File: config.mk
export PLATFORM = sky130hd
export DESIGN_NAME = transitive_closure_engine
export DESIGN_NICKNAME = d
export VERILOG_FILES = /design/src/hw/rtl/tce_pkg.sv /design/src/hw/rtl/tce_lane.sv /design/src/hw/rtl/tce_merge.sv /design/src/hw/rtl/transitive_closure_engine.sv
export SDC_FILE = /design/constraint.sdc
export NUM_CORES = 1
export LEC_CHECK = 0
export CORE_MARGIN = 2
export CORE_UTILIZATION = 55
export CTS_BUF_LIST = sky130_fd_sc_hd__clkbuf_8
export DETAILED_ROUTE_END_ITERATION = 8
export DONT_BUFFER_PORTS = 1
export PLACE_DENSITY = 0.78
export SETUP_SLACK_MARGIN = 0.15
export SLEW_MARGIN = 20
export SYNTH_ARGS = -nofsm -noshare
export SYNTH_HDL_FRONTEND = slang
export SYNTH_SLANG_ARGS = --single-unit
File: constraint.sdc
create_clock -name clk -period 10.7 [get_ports clk]
set_input_delay 2.14 -clock clk [delete_from_list [all_inputs] [get_ports clk]]
set_output_delay 2.14 -clock clk [all_outputs]
set_load 0.02 [all_outputs]
File: src/hw/rtl/tce_pkg.sv
// Shared types, widths and helpers for the transitive closure engine.
package tce_pkg;

  localparam int ROW_W            = 16;  // bits per adjacency row
  localparam int IDX_W            = 4;   // width of an emitted row index
  localparam int CNT_W            = 5;   // width of vertex count and row counters
  localparam int MAX_VERTICES_DEF = 16;

  typedef logic [ROW_W-1:0] row_t;
  typedef logic [CNT_W-1:0] cnt_t;

  // Sequencer states, one-hot
  typedef enum logic [2:0] {
    ST_LOAD  = 3'b001,
    ST_CLOSE = 3'b010,
    ST_EMIT  = 3'b100
  } state_t;

  // Emit request from the sequencer to the merge stage
  typedef struct packed {
    logic             go;
    logic [IDX_W-1:0] index;
    logic             last;
  } emit_ctl_t;

  // Mask of the low n bits of a row (n = ROW_W gives all ones)
  function automatic row_t size_mask(input cnt_t n);
    logic [ROW_W:0] wide;
    wide = ({{ROW_W{1'b0}}, 1'b1} << n) - {{ROW_W{1'b0}}, 1'b1};
    return wide[ROW_W-1:0];
  endfunction

endpackage

File: src/hw/rtl/tce_lane.sv
// One row lane: holds a matrix row and applies the pivot OR during a pass.
module tce_lane (
  input  logic                     clk,
  input  logic                     load_en,
  input  tce_pkg::row_t            load_row,
  input  logic                     close_en,
  input  logic [tce_pkg::IDX_W-1:0] pivot_idx,
  input  tce_pkg::row_t            pivot_row,
  output tce_pkg::row_t            row_o
);
  import tce_pkg::*;

  row_t row_r;
  row_t row_nxt;

  // Load a fresh row, or OR in the pivot row when this row reaches pivot k
  always_comb begin
    row_nxt = row_r;
    if (load_en) begin
      row_nxt = load_row;
    end else if (close_en && row_r[pivot_idx]) begin
      row_nxt = row_r | pivot_row;
    end
  end

  always_ff @(posedge clk) begin
    row_r <= row_nxt;
  end

  assign row_o = row_r;

endmodule

File: src/hw/rtl/tce_merge.sv
// Merge stage: selects one lane row (pivot or result) and holds the output register.
module tce_merge #(
  parameter int Rows = tce_pkg::MAX_VERTICES_DEF
) (
  input  logic                      clk,
  input  logic                      rst_n,
  input  tce_pkg::row_t             rows_i [Rows],
  input  logic [$clog2(Rows)-1:0]   rd_addr,
  input  tce_pkg::emit_ctl_t        ctl,
  input  logic                      out_stall,
  output tce_pkg::row_t             sel_row,
  output logic                      out_valid,
  output logic [tce_pkg::IDX_W-1:0] out_row_index,
  output tce_pkg::row_t             out_result_row,
  output logic                      out_last
);
  import tce_pkg::*;

  logic             valid_r, valid_nxt;
  logic [IDX_W-1:0] index_r;
  row_t             row_r;
  logic             last_r;

  // Shared read port over the lanes
  assign sel_row = rows_i[rd_addr];

  // Valid holds while stalled, set on every new emit
  always_comb begin
    valid_nxt = valid_r && out_stall;
    if (ctl.go) begin
      valid_nxt = 1'b1;
    end
  end

  always_ff @(posedge clk) begin
    if (!rst_n) begin
      valid_r <= 1'b0;
    end else begin
      valid_r <= valid_nxt;
    end
  end

  // Payload
  always_ff @(posedge clk) begin
    if (ctl.go) begin
      index_r <= ctl.index;
      row_r   <= sel_row;
      last_r  <= ctl.last;
    end
  end

  assign out_valid      = valid_r;
  assign out_row_index  = index_r;
  assign out_result_row = row_r;
  assign out_last       = last_r;

endmodule

File: src/hw/rtl/transitive_closure_engine.sv
// Top level of the transitive closure engine: sequencer, row lanes and merge stage.
//
//  channel | ports                                         | dir | handshake
//  --------+-----------------------------------------------+-----+----------------------
//  cfg     | cfg_write_en, cfg_vertex_count                | in  | write on enable
//  in      | in_valid, in_stall, in_row_bits               | in  | valid & !stall
//  out     | out_valid, out_stall, out_row_index,          | out | valid & !stall
//          | out_result_row, out_last                      |     |
//
// A matrix of n rows is loaded one row per accepted request, closed by n pivot
// passes (all row lanes in parallel) and then emitted one result row at a time.
// Input is stalled from the last row of a matrix until its last result row is
// in the output register. Reset clears the sequencer and row count, not the rows.
// A stalled output holds its request; emission waits for the register to free.
module transitive_closure_engine #(
  parameter int MAX_VERTICES = tce_pkg::MAX_VERTICES_DEF
) (
  input  logic                      clk,
  input  logic                      rst_n,
  input  logic                      cfg_write_en,
  input  tce_pkg::cnt_t             cfg_vertex_count,
  input  logic                      in_valid,
  output logic                      in_stall,
  input  tce_pkg::row_t             in_row_bits,
  output logic                      out_valid,
  input  logic                      out_stall,
  output logic [tce_pkg::IDX_W-1:0] out_row_index,
  output tce_pkg::row_t             out_result_row,
  output logic                      out_last
);
  import tce_pkg::*;

  localparam int Rows = (MAX_VERTICES < ROW_W) ? MAX_VERTICES : ROW_W;
  localparam int AW   = $clog2(Rows);

  state_t    state_r, state_nxt;
  cnt_t      vcount_r, vcount_nxt;
  cnt_t      loaded_r, loaded_nxt;
  cnt_t      step_r, step_nxt;
  cnt_t      n_eff;
  cnt_t      n_m1;
  row_t      load_row;
  row_t      pivot_row;
  row_t      lane_rows [Rows];
  logic      in_acc;
  logic      close_en;
  logic      out_free;
  emit_ctl_t emit_ctl;

  // Effective vertex count and masked load row
  assign n_eff    = (vcount_r > CNT_W'(Rows)) ? CNT_W'(Rows) : vcount_r;
  assign n_m1     = n_eff - CNT_W'(1);
  assign load_row = in_row_bits & size_mask(n_eff);

  assign in_stall = (state_r != ST_LOAD);
  assign in_acc   = in_valid && !in_stall;
  assign close_en = (state_r == ST_CLOSE);
  assign out_free = !out_valid || !out_stall;

  // Emit request towards the merge stage
  always_comb begin
    emit_ctl.go    = (state_r == ST_EMIT) && out_free;
    emit_ctl.index = step_r[IDX_W-1:0];
    emit_ctl.last  = (step_r == n_m1);
  end

  // Sequencer
  always_comb begin
    state_nxt  = state_r;
    vcount_nxt = vcount_r;
    loaded_nxt = loaded_r;
    step_nxt   = step_r;
    case (state_r)
      ST_LOAD: begin
        if (in_acc && (n_eff != '0)) begin
          if (loaded_r == n_m1) begin
            loaded_nxt = '0;
            step_nxt   = '0;
            state_nxt  = ST_CLOSE;
          end else begin
            loaded_nxt = loaded_r + CNT_W'(1);
          end
        end
      end
      ST_CLOSE: begin
        if (step_r == n_m1) begin
          step_nxt  = '0;
          state_nxt = ST_EMIT;
        end else begin
          step_nxt = step_r + CNT_W'(1);
        end
      end
      ST_EMIT: begin
        if (emit_ctl.go) begin
          if (emit_ctl.last) begin
            step_nxt  = '0;
            state_nxt = ST_LOAD;
          end else begin
            step_nxt = step_r + CNT_W'(1);
          end
        end
      end
      default: begin
        state_nxt = ST_LOAD;
      end
    endcase
    // Config write sets the vertex count and restarts the load row count
    if (cfg_write_en) begin
      vcount_nxt = cfg_vertex_count;
      loaded_nxt = '0;
    end
  end

  always_ff @(posedge clk) begin
    if (!rst_n) begin
      state_r  <= ST_LOAD;
      vcount_r <= '0;
      loaded_r <= '0;
      step_r   <= '0;
    end else begin
      state_r  <= state_nxt;
      vcount_r <= vcount_nxt;
      loaded_r <= loaded_nxt;
      step_r   <= step_nxt;
    end
  end

  // Row lanes
  for (genvar i = 0; i < Rows; i++) begin : g_lane
    tce_lane u_lane (
      .clk       (clk),
      .load_en   (in_acc && (n_eff != '0) && (loaded_r == CNT_W'(i))),
      .load_row  (load_row),
      .close_en  (close_en),
      .pivot_idx (step_r[IDX_W-1:0]),
      .pivot_row (pivot_row),
      .row_o     (lane_rows[i])
    );
  end

  // Merge stage: pivot read during passes, result read during emission
  tce_merge #(
    .Rows (Rows)
  ) u_merge (
    .clk            (clk),
    .rst_n          (rst_n),
    .rows_i         (lane_rows),
    .rd_addr        (step_r[AW-1:0]),
    .ctl            (emit_ctl),
    .out_stall      (out_stall),
    .sel_row        (pivot_row),
    .out_valid      (out_valid),
    .out_row_index  (out_row_index),
    .out_result_row (out_result_row),
    .out_last       (out_last)
  );

endmodule

* Word-level counts from Yosys, hierarchy flattened *
Cells that the tools add are included.

storage, ports and cells
  register bits = 296
  input bits = 26
  output and inout bits = 23
  logic and storage cells = 221

cells by class
  $add $sub $neg = 4
  magnitude comparators = 3
  equality and inequality tests = 26
  shift operators = 1
  mux-type cells = 81
  bitwise operators = 19
  reductions and logical operators = 63

operators with widths
  cell                                                                   count
  16-bit 2-to-1 mux                                                      34
  16-bit OR                                                              16
  1-bit binary-select mux with 4-bit select                              16
  16-bit binary-select mux with 4-bit select                             1
  5-bit by 4-bit == test with 1-bit output (second input constant)       8
  1-bit logical AND                                                      36
  2-bit nonzero test                                                     16
  5-bit 2-to-1 mux                                                       6
  5-bit by 3-bit == test with 1-bit output (second input constant)       4
  1-bit 2-to-1 mux                                                       17
  16-bit AND                                                             1
  1-bit by 5-bit left shift with 16-bit output (first input constant)    1
  16-bit by 1-bit subtractor with 16-bit output (second input constant)  1
  3-bit 2-to-1 mux                                                       5
  5-bit one-hot mux with 3 select lines                                  1
  5-bit by 1-bit adder with 5-bit output (second input constant)         2
  5-bit by 2-bit == test with 1-bit output (second input constant)       2
  5-bit == test                                                          2
  3-bit one-hot mux with 3 select lines                                  1
  2-bit != test (second input constant)                                  3
  5-bit by 1-bit == test with 1-bit output (second input constant)       1
  5-bit greater-or-equal comparator (second input constant)              1
  5-bit greater-than comparator (second input constant)                  1
  5-bit zero test                                                        1
  other kinds (17)                                                       20

* Depth between registers and ports, before layout *
  word-level depth = 7
  mapped depth = 15
  depth with buffers taken out = 10

* Hierarchy *
Synthesis repeated with hierarchy kept, for this count alone.

unflattened totals
  cells, all modules = 1735
  area total of the unflattened synthesis = 18310.1 sq um

modules (own cells, without submodules)
  module                     instances  cells an instance  area an instance (sq um)  seq. area each (sq um)
  tce_lane                   16         82                 858.3                     480.5
  tce_merge                  1          161                2632.5                    650.6
  transitive_closure_engine  1          262                1944.4                    360.3

* Worst setup path after synthesis *
No wires, ideal clock.

  path kind = input to register
  start = input in_valid
  end = register g_lane[12].u_lane.row_r[0] (enable)
  library setup time = 0.367 ns
  arrival time = 3.548 ns
  required time = 10.333 ns
  path slack = 6.785 ns
  stages = 7
  path buffers = 3
  cells stage by stage = and3_1 -> clkbuf_1 -> and4_1 -> and2_1 -> clkbuf_1 -> buf_2 -> a21o_1

between the ends
  longest elaborated chain between the ends = 4

RTL lines
  element                              line                              RTL
  from (decl)                          transitive_closure_engine.sv:22   input logic in_valid,
  1-bit logical AND                    transitive_closure_engine.sv:56   assign in_acc = in_valid && !in_stall;
  1-bit logical AND (2 in a row)       transitive_closure_engine.sv:132  .load_en (in_acc && (n_eff != '0) && (loaded_r == CNT_W'(i))),
  2-bit nonzero test (no source line)  -
  to (signal assigned)                 tce_lane.sv:27                    row_r <= row_nxt;
  to (decl)                            tce_lane.sv:13                    row_t row_r;

No other way between the ends.
A chain may end at the register's enable or synchronous reset.

* Worst setup path after layout *
  start = register vcount_r[4]
  end = register g_lane[9].u_lane.row_r[13] (enable)

between the ends
  longest elaborated chain between the ends = 6

RTL lines
  element                                  line                              RTL
  from (decl)                              transitive_closure_engine.sv:37   cnt_t vcount_r, vcount_nxt;
  from (signal assigned)                   transitive_closure_engine.sv:122  vcount_r <= vcount_nxt;
  5-bit greater-than comparator            transitive_closure_engine.sv:51   assign n_eff = (vcount_r > CNT_W'(Rows)) ? CNT_W'(Rows) : vcount_r;
  5-bit 2-to-1 mux (*)                     transitive_closure_engine.sv:51
  5-bit nonzero test (*)                   transitive_closure_engine.sv:132
  1-bit logical AND (*) (2 in a row)       transitive_closure_engine.sv:132
  2-bit nonzero test (no source line) (*)  -
  to (signal assigned)                     tce_lane.sv:27
  to (decl)                                tce_lane.sv:13

Every way passes the cells marked *; elsewhere a longest branch is shown, timed or not.

==> flow_metrics.py <==
metrics = {
    "outcome": {
        "status": "completed",
    },
    "synth": {
        "synth.distinct_cells": 63,
        "synth_area_um2": 17340,
        "synth.top_cells.by_area": "edfxtp_1 48%, mux4_2 20%, a21oi_1 7.3%, nor3_1 7.1%, buf_2 2.2%",
        "postSynth.asyncResetShare_pct": 0,
        "yosys.area.top_type": "edfxtp_1",
        "synth_area_per_cell_um2": 12.34,
        "synth_fp_nets": 1443,
        "yosys.area.top_type_share_pct": 47.98,
        "synth-edff-count": 277,
        "synth_ff_type": "edfxtp_1",
        "seq_area_frac_synth_pct": 50.17,
        "synth_most_common_cell": "edfxtp_1",
        "synthTopCellsByCount": "277 x edfxtp_1, 254 x a21oi_1, 247 x nor3_1",
        "synth-seq-cells": 296,
        "yosys_warnings": 0,
        "syn_inst": 1405,
    },
    "final_layout": {
        "antenna_cells": 0,
        "finalNonFillerCells": 1763,
        "multi_input_area_um2": 7888,
        "drive_gt1_share_pct": 19.84,
        "area_delta_synth_final_pct": 5.586,
        "nNetsFinal": 1358,
        "register_area_um2": 8711,
        "fin_area_um2": 18310,
        "fillers": 2401,
        "final_core_util_pct": 58.47,
    },
    "placed_design": {
        "hpwl_um": 34760,
        "routabilityCongestion": 0.9124,
        "placed_area_um2": 17270,
        "io_buffers": 0,
        "placed_cells": 1669,
        "pre_cts_slack_ps": 5333,
    },
    "critical_path": {
        "setup.worst_path.start_class": "flop",
        "critPathMaxFanout": 33,
        "worstSetupPathType": "reg2reg",
        "cp-end-kind": "flop",
        "slowest_delay_ps": 1010,
        "critPathSlowestCell": "nor4b_1",
        "worst_ep_arrival_time_ps": 5280,
        "crit_family": "simple AND/OR/NAND/NOR gates",
        "crit_chain": "inv_1, nand2_1, ha_1, or4b_4, nand3_1, nor4b_1, and2_1, a21o_1",
        "cp.required_ps": 10930,
        "worst-path-buf-inv": 1,
    },
    "timing": {
        "tightest_slew_ps": 1285,
        "fmax_ghz": 0.1983,
        "finalSetupTns_ps": 0,
        "hold_viol_final": 0,
        "hold_slack_ps": 555.8,
        "worst_slack_ps": 5657,
        "layout_min_cycle_time_ps": 5043,
        "finalSetupViolations": 0,
        "slew_viol_final": 0,
        "period_share_pct": 47.13,
        "rsz0062_at_grt": "no",
        "relSlewSlack_pct": 14.14,
        "finClkSkew_ps": 38.26,
    },
    "power_and_ir_drop": {
        "p_per_area_nw_per_um2": 141.7,
        "p_leak_nw": 4.681,
        "ir_worst_vdd_mv": 0.08451,
        "power_mw": 2.594,
    },
    "detailed_routing": {
        "vias": 13570,
        "ant_nets": 0,
        "first_pass_iters": 6,
        "met3_length_um": 10240,
        "viasPerCell": 7.699,
        "wl_met1_um": 18280,
        "dr_wl_met2_um": 23130,
        "dr.max_layer_used": "met5",
        "drtIter0Drc": 2393,
        "postRouteWirelength_um": 55630,
        "drc": 0,
        "wire_per_inst_um": 31.55,
    },
    "die": {
        "dieArea_um2": 32960,
        "rows": 65,
        "core_um2": 31310,
        "top_level_ports": 49,
        "initial_core_util_pct": 55.37,
        "fp.dieW_um": 181.6,
        "die_h_um": 181.6,
    },
    "clock_network": {
        "clock-root-buffer": "clkbuf_8",
        "cts_hold_buf": 0,
        "htree_levels": 2,
        "clockBufferDepth": 3,
        "path_clk_slew_ps": 60,
        "cts_setup_buffers": 0,
        "cts_tree": "built",
        "clock_latency_ps": 610,
        "cts_buffers": 51,
        "ctsResizeCount": 0,
        "cts.sinks": 296,
    },
    "grt": {
        "antenna_found_initial": 3,
        "grt_max_degree": 66,
        "grt_util_all_layers_pct": 33.83,
        "grt_pass1_wl_um": 81900,
        "first_global_vias": 12840,
        "overflow": 0,
    },
    "hold_path": {
        "holdCritPathClass": "reg2reg",
    },
    "flow_run": {
        "cap_violations": 0,
    },
}
## metal layers
layer	GRT usage, %	vias up
li1	-	5422
met1	44.59	6399
met2	46.88	1452
met3	14.18	297
met4	20.20	4
met5	0	-
## kinds of logic after synthesis
kind of cell               count (synthesis)  synth area share [%]
and+or+nand+nor                          400                 11.84
AOI/OAI and AO/OA                        350                 11.18
DFF                                      296                 50.17
buffers and inverters                    167                 4.518
muxes                                    167                 20.77
xor gates and xnor gates                  13                0.6567
adders and majority gates                 12                0.8660
## where the power goes
group          leakage [nW]  switching [mW]  internal (mW)
Clock                 0.569           0.497          0.570
Sequential             2.19          0.0134           1.27
Combinational          1.92           0.187         0.0580
## area by class of cell
cell class,count,share of cell area [%]
Multi-Input combinational cell,942,43.09
Clock buffer,51,3.834
Sequential cell,296,47.58
Timing Repair Buffer,19,0.7792
Tap cell,402,2.748
Inverter,10,0.2050
Clock inverter,43,1.763
## worst register-to-register path, stage by stage, from the launching register on
cell and delay, ps:
dfxtp_1 580, inv_1 270, nand2_1 160, ha_1 370, or4b_4 300, nand3_1 400, nor4b_1 1010, and2_1 960
a21o_1 620
## sequential cells by signal (all words and copies together) (netlist names)
signal / flops
g_lane.u_lane.row_o: 256
loaded_r: 5
state_r: 3
step_r: 5
u_merge.out_last: 1
u_merge.out_result_row: 16
u_merge.out_row_index: 4
u_merge.out_valid: 1
vcount_r: 5
## path summary, 6_finish.rpt
path              slack [ps]  depth (start not counted)   startpoint                         end
setup reg to reg        5660                          8  vcount_r[4]  g_lane[9].u_lane.row_o[13]
hold / removal           560                          2  loaded_r[1]                 loaded_r[1]
hold reg to reg          560                          2  loaded_r[1]                 loaded_r[1]
setup / recovery        5660                          8  vcount_r[4]  g_lane[9].u_lane.row_o[13]
## cell usage in the layout (no fill, tap or decap), types with 17 or more instances in the layout
cell type,count
a21o_1,17
a21oi_1,252
and2_1,17
buf_4,19
clkbuf_8,51
edfxtp_1,277
inv_1,19
mux4_2,154
nand2_1,44
nor2_1,26
nor3_1,247
o21ai_0,30
No activity file was read; power rests on OpenSTA's default activity.
